File: config.mk
export PLATFORM = sky130hd
export DESIGN_NAME = multichannel_moving_average_unit
export DESIGN_NICKNAME = d
export VERILOG_FILES = /design/src/design/mma_pkg.sv /design/src/design/mma_front.sv /design/src/design/mma_cmd_fifo.sv /design/src/design/mma_back.sv /design/src/design/multichannel_moving_average_unit.sv
export SDC_FILE = /design/constraint.sdc
export NUM_CORES = 2
export LEC_CHECK = 0
export BUFFER_PORTS_ARGS = -buffer_cell sky130_fd_sc_hd__buf_2
export CAP_MARGIN = 20
export CORE_ASPECT_RATIO = 1.25
export CORE_MARGIN = 1.5
export CORE_UTILIZATION = 55
export CTS_BUF_LIST = sky130_fd_sc_hd__clkbuf_2
export DETAILED_ROUTE_END_ITERATION = 6
export MAX_ROUTING_LAYER = met4
export PLACE_DENSITY = 0.71
export SLEW_MARGIN = 20
export SYNTH_ARGS = -nofsm -noshare
export SYNTH_HDL_FRONTEND = slang
export SYNTH_SLANG_ARGS = --single-unit
File: constraint.sdc
create_clock -name clk -period 10.6 [get_ports clk]
set_input_delay 0.53 -clock clk [delete_from_list [all_inputs] [get_ports clk]]
set_output_delay 0.53 -clock clk [all_outputs]
set_load 0.005 [all_outputs]
File: src/design/mma_pkg.sv
package mma_pkg;

  localparam int NUM_CHANNELS = 10;
  localparam int MAX_WINDOW   = 12;
  localparam int HIST_DEPTH   = NUM_CHANNELS * MAX_WINDOW;
  localparam int HIST_AW      = $clog2(HIST_DEPTH);

  localparam int CHAN_W    = 4;
  localparam int LEN_W     = 4;
  localparam int SPEED_W   = 16;
  localparam int SAMPLE_W  = 8;
  localparam int SUM_W     = 12;
  localparam int MAG_W     = SUM_W - 1;
  localparam int RECIP_SHIFT = 16;
  localparam int RECIP_W   = RECIP_SHIFT + 1;
  localparam int PROD_W    = MAG_W + RECIP_W;

  localparam int EN_W       = 10;
  localparam int WL_W       = 40;
  localparam int CFG_IDX_W  = 2;
  localparam int CFG_DATA_W = 40;

  localparam int S_TDATA_W = 24;
  localparam int M_TDATA_W = 8;

  localparam int CMDQ_DEPTH = 2;
  localparam int CMDQ_AW    = $clog2(CMDQ_DEPTH);

  localparam logic [CFG_IDX_W-1:0] REG_CHANNEL_ENABLE = 2'd0;
  localparam logic [CFG_IDX_W-1:0] REG_WINDOW_LENGTHS = 2'd1;

  localparam logic [1:0] KIND_FILTER = 2'd0;
  localparam logic [1:0] KIND_ZERO   = 2'd1;
  localparam logic [1:0] KIND_CLEAR  = 2'd2;

  typedef struct packed {
    logic [1:0]          kind;
    logic [HIST_AW-1:0]  base;
    logic [LEN_W-1:0]    len;
    logic [SAMPLE_W-1:0] spd;
  } cmd_t;

  // ceil(2^16 / len): exact floor division for magnitudes up to 12 * 127
  function automatic logic [RECIP_W-1:0] recip(input logic [LEN_W-1:0] len);
    logic [RECIP_W-1:0] r;
    unique case (len)
      4'd1:    r = 17'd65536;
      4'd2:    r = 17'd32768;
      4'd3:    r = 17'd21846;
      4'd4:    r = 17'd16384;
      4'd5:    r = 17'd13108;
      4'd6:    r = 17'd10923;
      4'd7:    r = 17'd9363;
      4'd8:    r = 17'd8192;
      4'd9:    r = 17'd7282;
      4'd10:   r = 17'd6554;
      4'd11:   r = 17'd5958;
      default: r = 17'd5462;
    endcase
    return r;
  endfunction

endpackage

File: src/design/mma_front.sv
module mma_front (
  input  logic                              clk,
  input  logic                              rst,
  input  logic                              s_tvalid,
  output logic                              s_tready,
  input  logic [mma_pkg::S_TDATA_W-1:0]     s_tdata,
  input  logic                              s_tuser,
  input  logic                              cfg_valid,
  output logic                              cfg_ready,
  input  logic [mma_pkg::CFG_IDX_W-1:0]     cfg_index,
  input  logic [mma_pkg::CFG_DATA_W-1:0]    cfg_data,
  input  logic                              full,
  output logic                              push,
  output mma_pkg::cmd_t                     push_cmd
);

  logic [mma_pkg::EN_W-1:0]     channel_enable;
  logic [mma_pkg::WL_W-1:0]     window_lengths;
  logic [mma_pkg::CHAN_W-1:0]   chan;
  logic [mma_pkg::CHAN_W-1:0]   idx;
  logic signed [mma_pkg::SPEED_W-1:0] speed;
  logic                         chan_ok;
  logic                         enabled;
  logic [mma_pkg::EN_W-1:0]     en_sh;
  logic [mma_pkg::WL_W-1:0]     wl_sh;
  logic [mma_pkg::LEN_W-1:0]    nib;
  logic [mma_pkg::LEN_W-1:0]    len;
  logic [mma_pkg::SAMPLE_W-1:0] spd;

  assign cfg_ready = 1'b1;
  assign s_tready  = !full;
  assign push      = s_tvalid && !full;

  always_ff @(posedge clk) begin
    if (rst) begin
      channel_enable <= '0;
      window_lengths <= '0;
    end else if (cfg_valid) begin
      priority if (cfg_index == mma_pkg::REG_CHANNEL_ENABLE) begin
        channel_enable <= cfg_data[mma_pkg::EN_W-1:0];
      end else if (cfg_index == mma_pkg::REG_WINDOW_LENGTHS) begin
        window_lengths <= cfg_data[mma_pkg::WL_W-1:0];
      end
    end
  end

  always_comb begin
    chan    = s_tdata[mma_pkg::CHAN_W-1:0];
    speed   = $signed(s_tdata[mma_pkg::CHAN_W +: mma_pkg::SPEED_W]);
    chan_ok = (chan != '0) && (chan <= mma_pkg::CHAN_W'(mma_pkg::NUM_CHANNELS));
    idx     = chan - mma_pkg::CHAN_W'(1);
    en_sh   = channel_enable >> idx;
    enabled = chan_ok && en_sh[0];
    wl_sh   = window_lengths >> {idx, 2'b00};
    nib     = wl_sh[mma_pkg::LEN_W-1:0];

    priority if (nib == '0) begin
      len = mma_pkg::LEN_W'(1);
    end else if (nib > mma_pkg::LEN_W'(mma_pkg::MAX_WINDOW)) begin
      len = mma_pkg::LEN_W'(mma_pkg::MAX_WINDOW);
    end else begin
      len = nib;
    end

    // saturate to -127..127
    priority if (speed > 16'sd127) begin
      spd = 8'sd127;
    end else if (speed < -16'sd127) begin
      spd = -8'sd127;
    end else begin
      spd = speed[mma_pkg::SAMPLE_W-1:0];
    end

    push_cmd.base = mma_pkg::HIST_AW'(idx) * mma_pkg::HIST_AW'(mma_pkg::MAX_WINDOW);
    push_cmd.len  = len;
    push_cmd.spd  = spd;
    priority if (s_tuser) begin
      push_cmd.kind = mma_pkg::KIND_CLEAR;
    end else if (enabled) begin
      push_cmd.kind = mma_pkg::KIND_FILTER;
    end else begin
      push_cmd.kind = mma_pkg::KIND_ZERO;
    end
  end

endmodule

File: src/design/mma_cmd_fifo.sv
module mma_cmd_fifo (
  input  logic          clk,
  input  logic          rst,
  input  logic          push,
  input  mma_pkg::cmd_t push_cmd,
  output logic          full,
  input  logic          pop,
  output mma_pkg::cmd_t pop_cmd,
  output logic          empty
);

  mma_pkg::cmd_t               entries [mma_pkg::CMDQ_DEPTH];
  logic [mma_pkg::CMDQ_AW-1:0] wr_ptr;
  logic [mma_pkg::CMDQ_AW-1:0] rd_ptr;
  logic [mma_pkg::CMDQ_AW:0]   count;

  assign full    = (count == (mma_pkg::CMDQ_AW+1)'(mma_pkg::CMDQ_DEPTH));
  assign empty   = (count == '0);
  assign pop_cmd = entries[rd_ptr];

  always_ff @(posedge clk) begin
    if (push) begin
      entries[wr_ptr] <= push_cmd;
    end
  end

  always_ff @(posedge clk) begin
    if (rst) begin
      wr_ptr <= '0;
      rd_ptr <= '0;
      count  <= '0;
    end else begin
      if (push) begin
        wr_ptr <= wr_ptr + mma_pkg::CMDQ_AW'(1);
      end
      if (pop) begin
        rd_ptr <= rd_ptr + mma_pkg::CMDQ_AW'(1);
      end
      unique case ({push, pop})
        2'b10:   count <= count + (mma_pkg::CMDQ_AW+1)'(1);
        2'b01:   count <= count - (mma_pkg::CMDQ_AW+1)'(1);
        default: count <= count;
      endcase
    end
  end

endmodule

File: src/design/mma_back.sv
module mma_back (
  input  logic                          clk,
  input  logic                          rst,
  input  logic                          empty,
  input  mma_pkg::cmd_t                 cmd,
  output logic                          pop,
  output logic                          m_tvalid,
  input  logic                          m_tready,
  output logic [mma_pkg::M_TDATA_W-1:0] m_tdata
);

  localparam logic [1:0] S_IDLE   = 2'd0;
  localparam logic [1:0] S_SHIFT  = 2'd1;
  localparam logic [1:0] S_WRITE0 = 2'd2;
  localparam logic [1:0] S_OUT    = 2'd3;

  logic [1:0]                        state;
  logic [1:0]                        state_next;
  mma_pkg::cmd_t                     cur;
  logic signed [mma_pkg::SUM_W-1:0]  sum;
  logic signed [mma_pkg::SUM_W-1:0]  sum_next;
  logic [mma_pkg::LEN_W-1:0]         ofs;
  logic [mma_pkg::LEN_W-1:0]         ofs_next;
  logic [mma_pkg::PROD_W-1:0]        prod;
  logic                              out_valid;
  logic [mma_pkg::M_TDATA_W-1:0]     out_data;

  logic [mma_pkg::SAMPLE_W-1:0]      hist [mma_pkg::HIST_DEPTH];
  logic [mma_pkg::HIST_DEPTH-1:0]    vld;
  logic [mma_pkg::SAMPLE_W-1:0]      rd_data;
  logic                              rd_vld;

  logic                              mem_re;
  logic [mma_pkg::HIST_AW-1:0]       mem_raddr;
  logic                              mem_we;
  logic [mma_pkg::HIST_AW-1:0]       mem_waddr;
  logic [mma_pkg::SAMPLE_W-1:0]      mem_wdata;
  logic                              clr;
  logic                              load_cur;
  logic                              do_mul;
  logic                              out_load;
  logic [mma_pkg::M_TDATA_W-1:0]     out_load_data;
  logic                              out_free;
  logic [mma_pkg::SAMPLE_W-1:0]      rd_eff;
  logic [mma_pkg::MAG_W-1:0]         sum_mag;
  logic signed [mma_pkg::SUM_W-1:0]  quot;
  logic signed [mma_pkg::SUM_W-1:0]  avg;

  assign m_tvalid = out_valid;
  assign m_tdata  = out_data;
  assign out_free = !out_valid || m_tready;
  assign rd_eff   = rd_vld ? rd_data : '0;

  always_comb begin
    sum_mag = sum[mma_pkg::SUM_W-1] ? mma_pkg::MAG_W'(-sum) : mma_pkg::MAG_W'(sum);
    quot    = $signed(mma_pkg::SUM_W'(prod[mma_pkg::RECIP_SHIFT +: mma_pkg::MAG_W]));
    avg     = sum[mma_pkg::SUM_W-1] ? -quot : quot;
  end

  always_comb begin
    state_next    = state;
    sum_next      = sum;
    ofs_next      = ofs;
    pop           = 1'b0;
    clr           = 1'b0;
    load_cur      = 1'b0;
    do_mul        = 1'b0;
    mem_re        = 1'b0;
    mem_raddr     = '0;
    mem_we        = 1'b0;
    mem_waddr     = '0;
    mem_wdata     = '0;
    out_load      = 1'b0;
    out_load_data = '0;

    unique case (state)
      S_IDLE: begin
        if (!empty) begin
          unique case (cmd.kind)
            mma_pkg::KIND_CLEAR: begin
              pop = 1'b1;
              clr = 1'b1;
            end
            mma_pkg::KIND_FILTER: begin
              pop      = 1'b1;
              load_cur = 1'b1;
              sum_next = mma_pkg::SUM_W'($signed(cmd.spd));
              if (cmd.len > mma_pkg::LEN_W'(1)) begin
                // fetch the entry that moves into the oldest slot of the window
                ofs_next   = cmd.len - mma_pkg::LEN_W'(2);
                mem_re     = 1'b1;
                mem_raddr  = cmd.base + mma_pkg::HIST_AW'(ofs_next);
                state_next = S_SHIFT;
              end else begin
                state_next = S_WRITE0;
              end
            end
            default: begin
              if (out_free) begin
                pop      = 1'b1;
                out_load = 1'b1;
              end
            end
          endcase
        end
      end
      S_SHIFT: begin
        // move entry ofs up by one and fetch the next one down
        mem_we    = 1'b1;
        mem_waddr = cur.base + mma_pkg::HIST_AW'(ofs) + mma_pkg::HIST_AW'(1);
        mem_wdata = rd_eff;
        sum_next  = sum + mma_pkg::SUM_W'($signed(rd_eff));
        if (ofs != '0) begin
          ofs_next  = ofs - mma_pkg::LEN_W'(1);
          mem_re    = 1'b1;
          mem_raddr = cur.base + mma_pkg::HIST_AW'(ofs_next);
        end else begin
          state_next = S_WRITE0;
        end
      end
      S_WRITE0: begin
        mem_we     = 1'b1;
        mem_waddr  = cur.base;
        mem_wdata  = cur.spd;
        do_mul     = 1'b1;
        state_next = S_OUT;
      end
      S_OUT: begin
        if (out_free) begin
          out_load      = 1'b1;
          out_load_data = avg[mma_pkg::M_TDATA_W-1:0];
          state_next    = S_IDLE;
        end
      end
      default: state_next = S_IDLE;
    endcase
  end

  always_ff @(posedge clk) begin
    if (rst) begin
      state     <= S_IDLE;
      out_valid <= 1'b0;
    end else begin
      state <= state_next;
      if (out_load) begin
        out_valid <= 1'b1;
      end else if (m_tready) begin
        out_valid <= 1'b0;
      end
    end
  end

  always_ff @(posedge clk) begin
    sum <= sum_next;
    ofs <= ofs_next;
    if (load_cur) begin
      cur <= cmd;
    end
    if (do_mul) begin
      prod <= mma_pkg::PROD_W'(sum_mag) * mma_pkg::PROD_W'(mma_pkg::recip(cur.len));
    end
    if (out_load) begin
      out_data <= out_load_data;
    end
  end

  // history store: an entry never written since reset or clear reads as zero
  always_ff @(posedge clk) begin
    if (mem_we) begin
      hist[mem_waddr] <= mem_wdata;
    end
    if (mem_re) begin
      rd_data <= hist[mem_raddr];
    end
  end

  always_ff @(posedge clk) begin
    if (rst || clr) begin
      vld <= '0;
    end else if (mem_we) begin
      vld[mem_waddr] <= 1'b1;
    end
    if (mem_re) begin
      rd_vld <= vld[mem_raddr] && !clr;
    end
  end

endmodule

File: src/design/multichannel_moving_average_unit.sv
// Per-channel boxcar moving average of motor speed commands.
// Input stream (s_*): s_tuser is the mode (0 sample, 1 clear all histories),
// s_tdata carries the channel number and the 16-bit speed. A sample for an
// enabled channel in 1..10 yields one 8-bit average on the output stream
// (m_*); a disabled or out-of-range channel yields average 0; a clear yields
// nothing. Configuration writes (cfg_*) set the enable mask (index 0) and the
// packed window lengths (index 1); cfg_ready is always high.
// A front stage classifies each transfer into a two-entry command queue; a back
// engine shifts the channel history one entry per cycle through the history
// RAM, then scales the sum by a reciprocal multiply.
// A filtered sample holds the engine in S_SHIFT (if L > 1), S_WRITE0 and S_OUT
// until its result is loaded (L is the window length, 1..12); a zero result or a
// clear is taken in S_IDLE. The engine takes one command at a time.
// Reset clears the control state, the queue and every history at once (per-entry
// valid bits), so items are taken in the cycle after reset falls.
// When m_tready is low the result is held in the output register; the engine
// stalls on the next result, and the queue fills before s_tready drops.
module multichannel_moving_average_unit (
  input  logic                           clk,
  input  logic                           rst,
  input  logic                           s_tvalid,
  output logic                           s_tready,
  input  logic [mma_pkg::S_TDATA_W-1:0]  s_tdata,   // [3:0] channel, [19:4] speed, [23:20] 0
  input  logic                           s_tuser,   // [0] mode
  output logic                           m_tvalid,
  input  logic                           m_tready,
  output logic [mma_pkg::M_TDATA_W-1:0]  m_tdata,   // [7:0] average
  input  logic                           cfg_valid,
  output logic                           cfg_ready,
  input  logic [mma_pkg::CFG_IDX_W-1:0]  cfg_index,
  input  logic [mma_pkg::CFG_DATA_W-1:0] cfg_data
);

  mma_pkg::cmd_t push_cmd;
  mma_pkg::cmd_t pop_cmd;
  logic          push;
  logic          pop;
  logic          full;
  logic          empty;

  mma_front u_front (
    .clk       (clk),
    .rst       (rst),
    .s_tvalid  (s_tvalid),
    .s_tready  (s_tready),
    .s_tdata   (s_tdata),
    .s_tuser   (s_tuser),
    .cfg_valid (cfg_valid),
    .cfg_ready (cfg_ready),
    .cfg_index (cfg_index),
    .cfg_data  (cfg_data),
    .full      (full),
    .push      (push),
    .push_cmd  (push_cmd)
  );

  mma_cmd_fifo u_queue (
    .clk      (clk),
    .rst      (rst),
    .push     (push),
    .push_cmd (push_cmd),
    .full     (full),
    .pop      (pop),
    .pop_cmd  (pop_cmd),
    .empty    (empty)
  );

  mma_back u_back (
    .clk      (clk),
    .rst      (rst),
    .empty    (empty),
    .cmd      (pop_cmd),
    .pop      (pop),
    .m_tvalid (m_tvalid),
    .m_tready (m_tready),
    .m_tdata  (m_tdata)
  );

endmodule

Word level (Yosys, flattened, before mapping) --
Memory sizes are Yosys's and may differ from the RTL's. A register that Yosys moved wholly into a read port is not among the register bits. Cells that the tools add are included.
Operators by class: shift-type cells 2, bitwise operators 2, multiply operators 2, equal/unequal tests 14, $add $sub $neg 14, muxes and demuxes 65, order comparisons 8, reduce and logical (&&, ||, !) cells 28
Operator list (number):
- 120-bit OR | 1
- 40-bit by 6-bit right shift with 4-bit output | 1
- 8-bit two-way mux | 4
- 1-bit two-way mux | 29
- 4-bit two-way mux | 7
- 7-bit two-way mux | 4
- 7-bit case mux with 2 select lines | 2
- 11-bit by 17-bit multiplier with 24-bit output | 1
- 12-bit two-way mux | 2
- 12-bit case mux with 2 select lines | 1
- 7-bit by 4-bit adder with 7-bit output | 3
- 17-bit two-way mux | 1
- 16-bit by 8-bit > comparator with 1-bit output, second input constant | 1
- 16-bit by 8-bit less-than comparator with 1-bit output, second input constant | 1
- 7-bit by 8-bit less-than comparator with 1-bit output, second input constant | 2
- 8-bit case mux with 2 select lines | 1
- 12-bit by 8-bit adder with 12-bit output | 1
- 2-bit two-way mux | 6
- 11-bit two-way mux | 1
- 11-bit negator | 1
- 2-bit == test, second input constant | 5
- 10-bit by 4-bit right shift with 1-bit output | 1
- 2-bit logical NOT | 4
- 8-bit negator | 1
- 32 further kinds | 54
Word-level totals: bits in registers 245, input bits 72, ROM bits 272, memories kept 3, bits in writable memories 998
Memories:
- u_back.hist | words 120, bits a word 8, rd ports 1, clocked after Yosys merged registers in 1, wr ports 1, line mma_back.sv:28 | logic [mma_pkg::SAMPLE_W-1:0] hist [mma_pkg::HIST_DEPTH];
- (no name shown) | words 16, bits a word 17, rd ports 1, clocked after Yosys merged registers in 1, wr ports 0, line mma_pkg.sv:46 | unique case (len)
- u_queue.entries | words 2, bits a word 19, rd ports 1, clocked after Yosys merged registers in 1, wr ports 1, line mma_cmd_fifo.sv:12 | mma_pkg::cmd_t entries [mma_pkg::CMDQ_DEPTH];

Longest topological paths before layout --
depth in word-level cells 9, gate-level depth with buffers 27, mapped depth without buffers 25

By module --
Synthesis repeated with hierarchy kept, for this count alone.
Second synthesis, totals: cell total of the unflattened synthesis 4621, area, all modules 56954.6 um^2
By module, submodules not included:
- mma_back | sequential area each 33432.1 um^2, instances 1, cells each 4223, area each 52676.8 um^2
- mma_front | sequential area each 1001.0 um^2, instances 1, cells each 311, area each 2565.0 um^2
- mma_cmd_fifo | sequential area each 1361.3 um^2, instances 1, cells each 87, area each 1712.9 um^2

Worst setup path before layout --
No wires, ideal clock.
kind reg2reg, start point register u_back.sum[0] in the netlist's numbering, end point register u_back.prod[23] in the netlist's numbering (data pin), slack 3.941 ns, buffers on the path 3, cell stages (with the launch flop) 27, data arrival time 6.399 ns, data required time 10.340 ns, cells stage by stage edfxtp_1 -> clkbuf_1 -> clkbuf_1 -> inv_1 -> ha_1 -> nand2b_1 -> xnor2_1 -> clkbuf_1 -> nand2_1 -> fa_1 -> fa_1 -> fa_1 -> inv_1 -> fa_1 -> inv_1 -> fa_1 -> inv_1 -> ha_1 -> and3_1 -> a221oi_1 -> o32ai_1 -> nor3_1 -> o21ai_0 -> a21oi_1 -> nor2b_1 -> nor2_1 -> xnor2_1
On the way: longest elaborated chain between the ends 3
Ends and longest elaborated chain:
- start, declared | line mma_back.sv:20 | logic signed [mma_pkg::SUM_W-1:0] sum;
- start signal, assigned | line mma_back.sv:154 | sum <= sum_next;
- 11-bit negator | line mma_back.sv:55 | sum_mag = sum[mma_pkg::SUM_W-1] ? mma_pkg::MAG_W'(-sum) : mma_pkg::MAG_W'(sum);
- 11-bit two-way mux (*) | line mma_back.sv:55
- 11-bit by 17-bit multiplier with 24-bit output (*) | line mma_back.sv:160 | prod <= mma_pkg::PROD_W'(sum_mag) * mma_pkg::PROD_W'(mma_pkg::recip(cur.len));
- end signal, assigned | line mma_back.sv:160
- end, declared | line mma_back.sv:24 | logic [mma_pkg::PROD_W-1:0] prod;
Every way passes the cells marked *; elsewhere a longest branch is shown, timed or not. A chain may end at the register's enable or synchronous reset.

Worst setup path in the final report --
Same ends and word-level chain as after synthesis.

==> flow_metrics.tcl <==
set metrics [dict create \
    status "finished with violations" \
    violations "DRC" \
    synth-simple-area-share_pct 12.0 \
    gp_congestion 0.903 \
    drc 9 \
    rsz0062_at_grt "no" \
    grt_util_all_layers_pct 30.0 \
    synthesis.area_um2 56200 \
    muxShareOfSynthArea_pct 5.44 \
    clock_path_buffers 4 \
    synth.largest_area_cell "edfxtp_1" \
    vias 38700 \
    cp.required_ns 11.89 \
    hold_class "primary input to register" \
    yosys-top-cells-area "edfxtp_1, dfxtp_1, nand2_1, fa_1, mux2i_1" \
    layout_common_cells "edfxtp_1, nand2_1, clkbuf_2" \
    async_flop_share_pct 0 \
    slew_headroom_pct 13.3 \
    cpPeakStageDelay_ns 0.90 \
    synth_cell_types 77 \
    ctsResizeCount 0 \
    cap_violations 0 \
    synth_compound_area_share_pct 8.27 \
    nets 5172 \
    ant_nets 0 \
    avgViaCountPerCell 6.02 \
    finalHoldViolations 0 \
    syn_to_final_growth_pct 11.4 \
    cts_buffers 306 \
    period_share_pct 68.0 \
    critPathMaxFanout 20 \
    worst_slack_ns 3.39 \
    die-area_um2 104000 \
    timing.critical_path.from_type "register" \
    p_total_uw 19800 \
    power_leakage_uw 0.0231 \
    finalCriticalPeriod_ns 7.21 \
    netlist_instances 4469 \
    synth-xor-area-share_pct 0.920 \
    worstHoldPathCells 3 \
    drv_slew 0 \
    first_global_vias 39100 \
    whs_endpoint "u_queue.entries[1][12]" \
    die_y_um 360 \
    ys_seq_elements 1251 \
    min-delay-start "s_tdata[0]" \
    slowest_stage "edfxtp_1" \
    dp_slack_ns 3.28 \
    die_x_um 289 \
    cts_root_buf "clkbuf_2" \
    synth_edf_count 1056 \
    syn-num-nets 4758 \
    drt_first_pass_iters 7 \
    setup_tns_ns 0 \
    ys_warn_count 0 \
    synth.yosys.seq_area_share_pct 63.4 \
    core.rowCount 130 \
    h-tree-depth 5 \
    pin_count 83 \
    critical_path_class "register to register" \
    end_kind "register" \
    powerDensity_nw_per_um2 317 \
    path_clk_slew_ns 0.13 \
    grt_max_degree 157 \
    worstMarginPinSlew_ns 1.30 \
    synth_top_family_by_area "simple AND/OR/NAND/NOR gates" \
    timing.final.setup_violations 0 \
    r2r_setup_slack_ns 3.39 \
    grt_pass1_wl_um 227000 \
    dpl.hpwl_um 87100 \
    routed_wl_um 152000 \
    layout-drive-gt1-share_pct 14.1 \
    synth_top_area_share_pct 56.4 \
    clock_sinks 1251 \
    io_buffer_count 77 \
    r2r_end "u_back.prod[23]" \
    rr_worst_depth 26 \
    core_area_um2 101000 \
    avgRoutedWirePerCell_um 23.6 \
    cp.arrival_ns 8.50 \
    grt_overflow 0 \
    synth_flop_cell "edfxtp_1" \
    avgSynthCellArea_um2 12.6 \
    synthAdderAreaFrac_pct 6.60 \
    grt_antenna_before_repair 6 \
    clk_latency_ns 1.60 \
    peakVddDrop_mv 0.880 \
    tritoncts "done" \
    initial_utilization_pct 55.7 \
    layout_commonest_cell "edfxtp_1" \
    r2r_start "u_back.sum[0]" \
    place_area_um2 57800 \
    skew_ns 0.162 \
    drt_iter0_drc 3947 \
    stdcell_area_um2 62600 \
    fmax_mhz 139 \
]
## per-layer routing
metal	share of wire [%]	GRT usage, %	up-vias
met5	0	-	-
met1	37	35.4	19000
met3	8.9	7.07	525
met4	5.5	15.7	0
met2	49	47.9	1973
li1	-	-	17200
## timing repair
action	CTS	global route
hold buffers	212	0
buffers inserted	0	0
hold endpoints to repair	178	0
## worst max-delay path: cells and delay by family, from the launching register on
family / cells / cell delay, ns
flops: 1 / 0.90
xor+xnor: 2 / 0.25
buf+inv: 6 / 0.50
simple gates: 6 / 1.06
fa+ha+maj: 7 / 3.06
compound gates: 5 / 1.19
## cell usage after synthesis (7+ instances only)
library cell,instances
a221oi_1,39
nand2b_1,16
clkbuf_1,134
nor2b_1,8
ha_1,85
mux2_2,17
xor2_1,20
a22oi_1,20
o31ai_1,15
a32oi_1,44
o22ai_1,10
mux2i_1,194
a21oi_1,212
fa_1,132
xnor2_1,39
and2_1,93
a311oi_1,7
nand3_1,214
nor4_1,54
o221ai_1,10
o21a_1,124
o2111ai_1,15
a31oi_1,41
buf_2,75
nand2_1,890
a2111oi_0,8
dfxtp_1,195
nor3_1,18
inv_1,188
a211oi_1,37
o21ai_0,35
edfxtp_1,1056
buf_1,25
mux4_2,41
or3_1,9
buf_4,19
nand4_1,15
nor2_1,223
a21o_1,14
## power breakdown
part | switching, µW | internal, µW
sequential | 193 | 5860
clock | 1890 | 1160
combinational | 6480 | 4230
## sequential cells by signal, summed over array words and instances, names as in the netlist, 2 cells and up, named ones only
| signal | flops |
|---|---|
| u_back.cur | 17 |
| u_back.hist | 960 |
| u_back.m_tdata | 8 |
| u_back.ofs | 4 |
| u_back.prod | 8 |
| u_back.rd_data | 8 |
| u_back.state | 2 |
| u_back.sum | 12 |
| u_back.vld | 120 |
| u_front.channel_enable | 10 |
| u_front.window_lengths | 40 |
| u_queue.count | 2 |
| u_queue.entries | 38 |
## stage by stage
step           hold slack, ns  utilization (%)  cells
2_1_floorplan           0.433                -   4469
3_3_place_gp            0.439             57.3   5682
3_5_place_dp            0.445             57.3   5682
4_1_cts                0.0554             62.0   6421
5_1_grt                 0.151             62.0   6429
6_report                0.269             62.0   6429
## area by class of cell
type                       instances  area [µm²]
multi-input combinational       2773       18900
sequential                      1251       35600
inverter                         188         706
antenna                            7        17.5
clock inverter                    74         317
tap                             1320        1650
clock buffer                     453        2270
fill                            7644       38300
timing repair buffer             363        3110
## worst max path at each step
stage	to	from	slack, ns
after CTS	u_back.prod[23]	u_back.sum[0]	3.28
after global placement	u_back.prod[23]	u_back.sum[0]	3.36
final	u_back.prod[23]	u_back.sum[0]	3.39
after global routing	u_back.prod[23]	u_back.sum[0]	2.82
after detailed placement	u_back.prod[23]	u_back.sum[0]	3.28
after floorplan	u_back.prod[23]	u_back.sum[0]	3.94
## cells by family (layout without fill, tap and decap cells)
logic type | Yosys count | after routing
AND/OR/NAND/NOR | 1567 | 1567
XOR/XNOR | 59 | 59
AO/OA/AOI/OAI | 677 | 677
buffers and inverters | 445 | 1078
adder cells (fa/ha/maj) | 217 | 217
other | 1 | 8
multiplexers | 252 | 252
flip-flops | 1251 | 1251
Power figures use the tool's default switching activity.
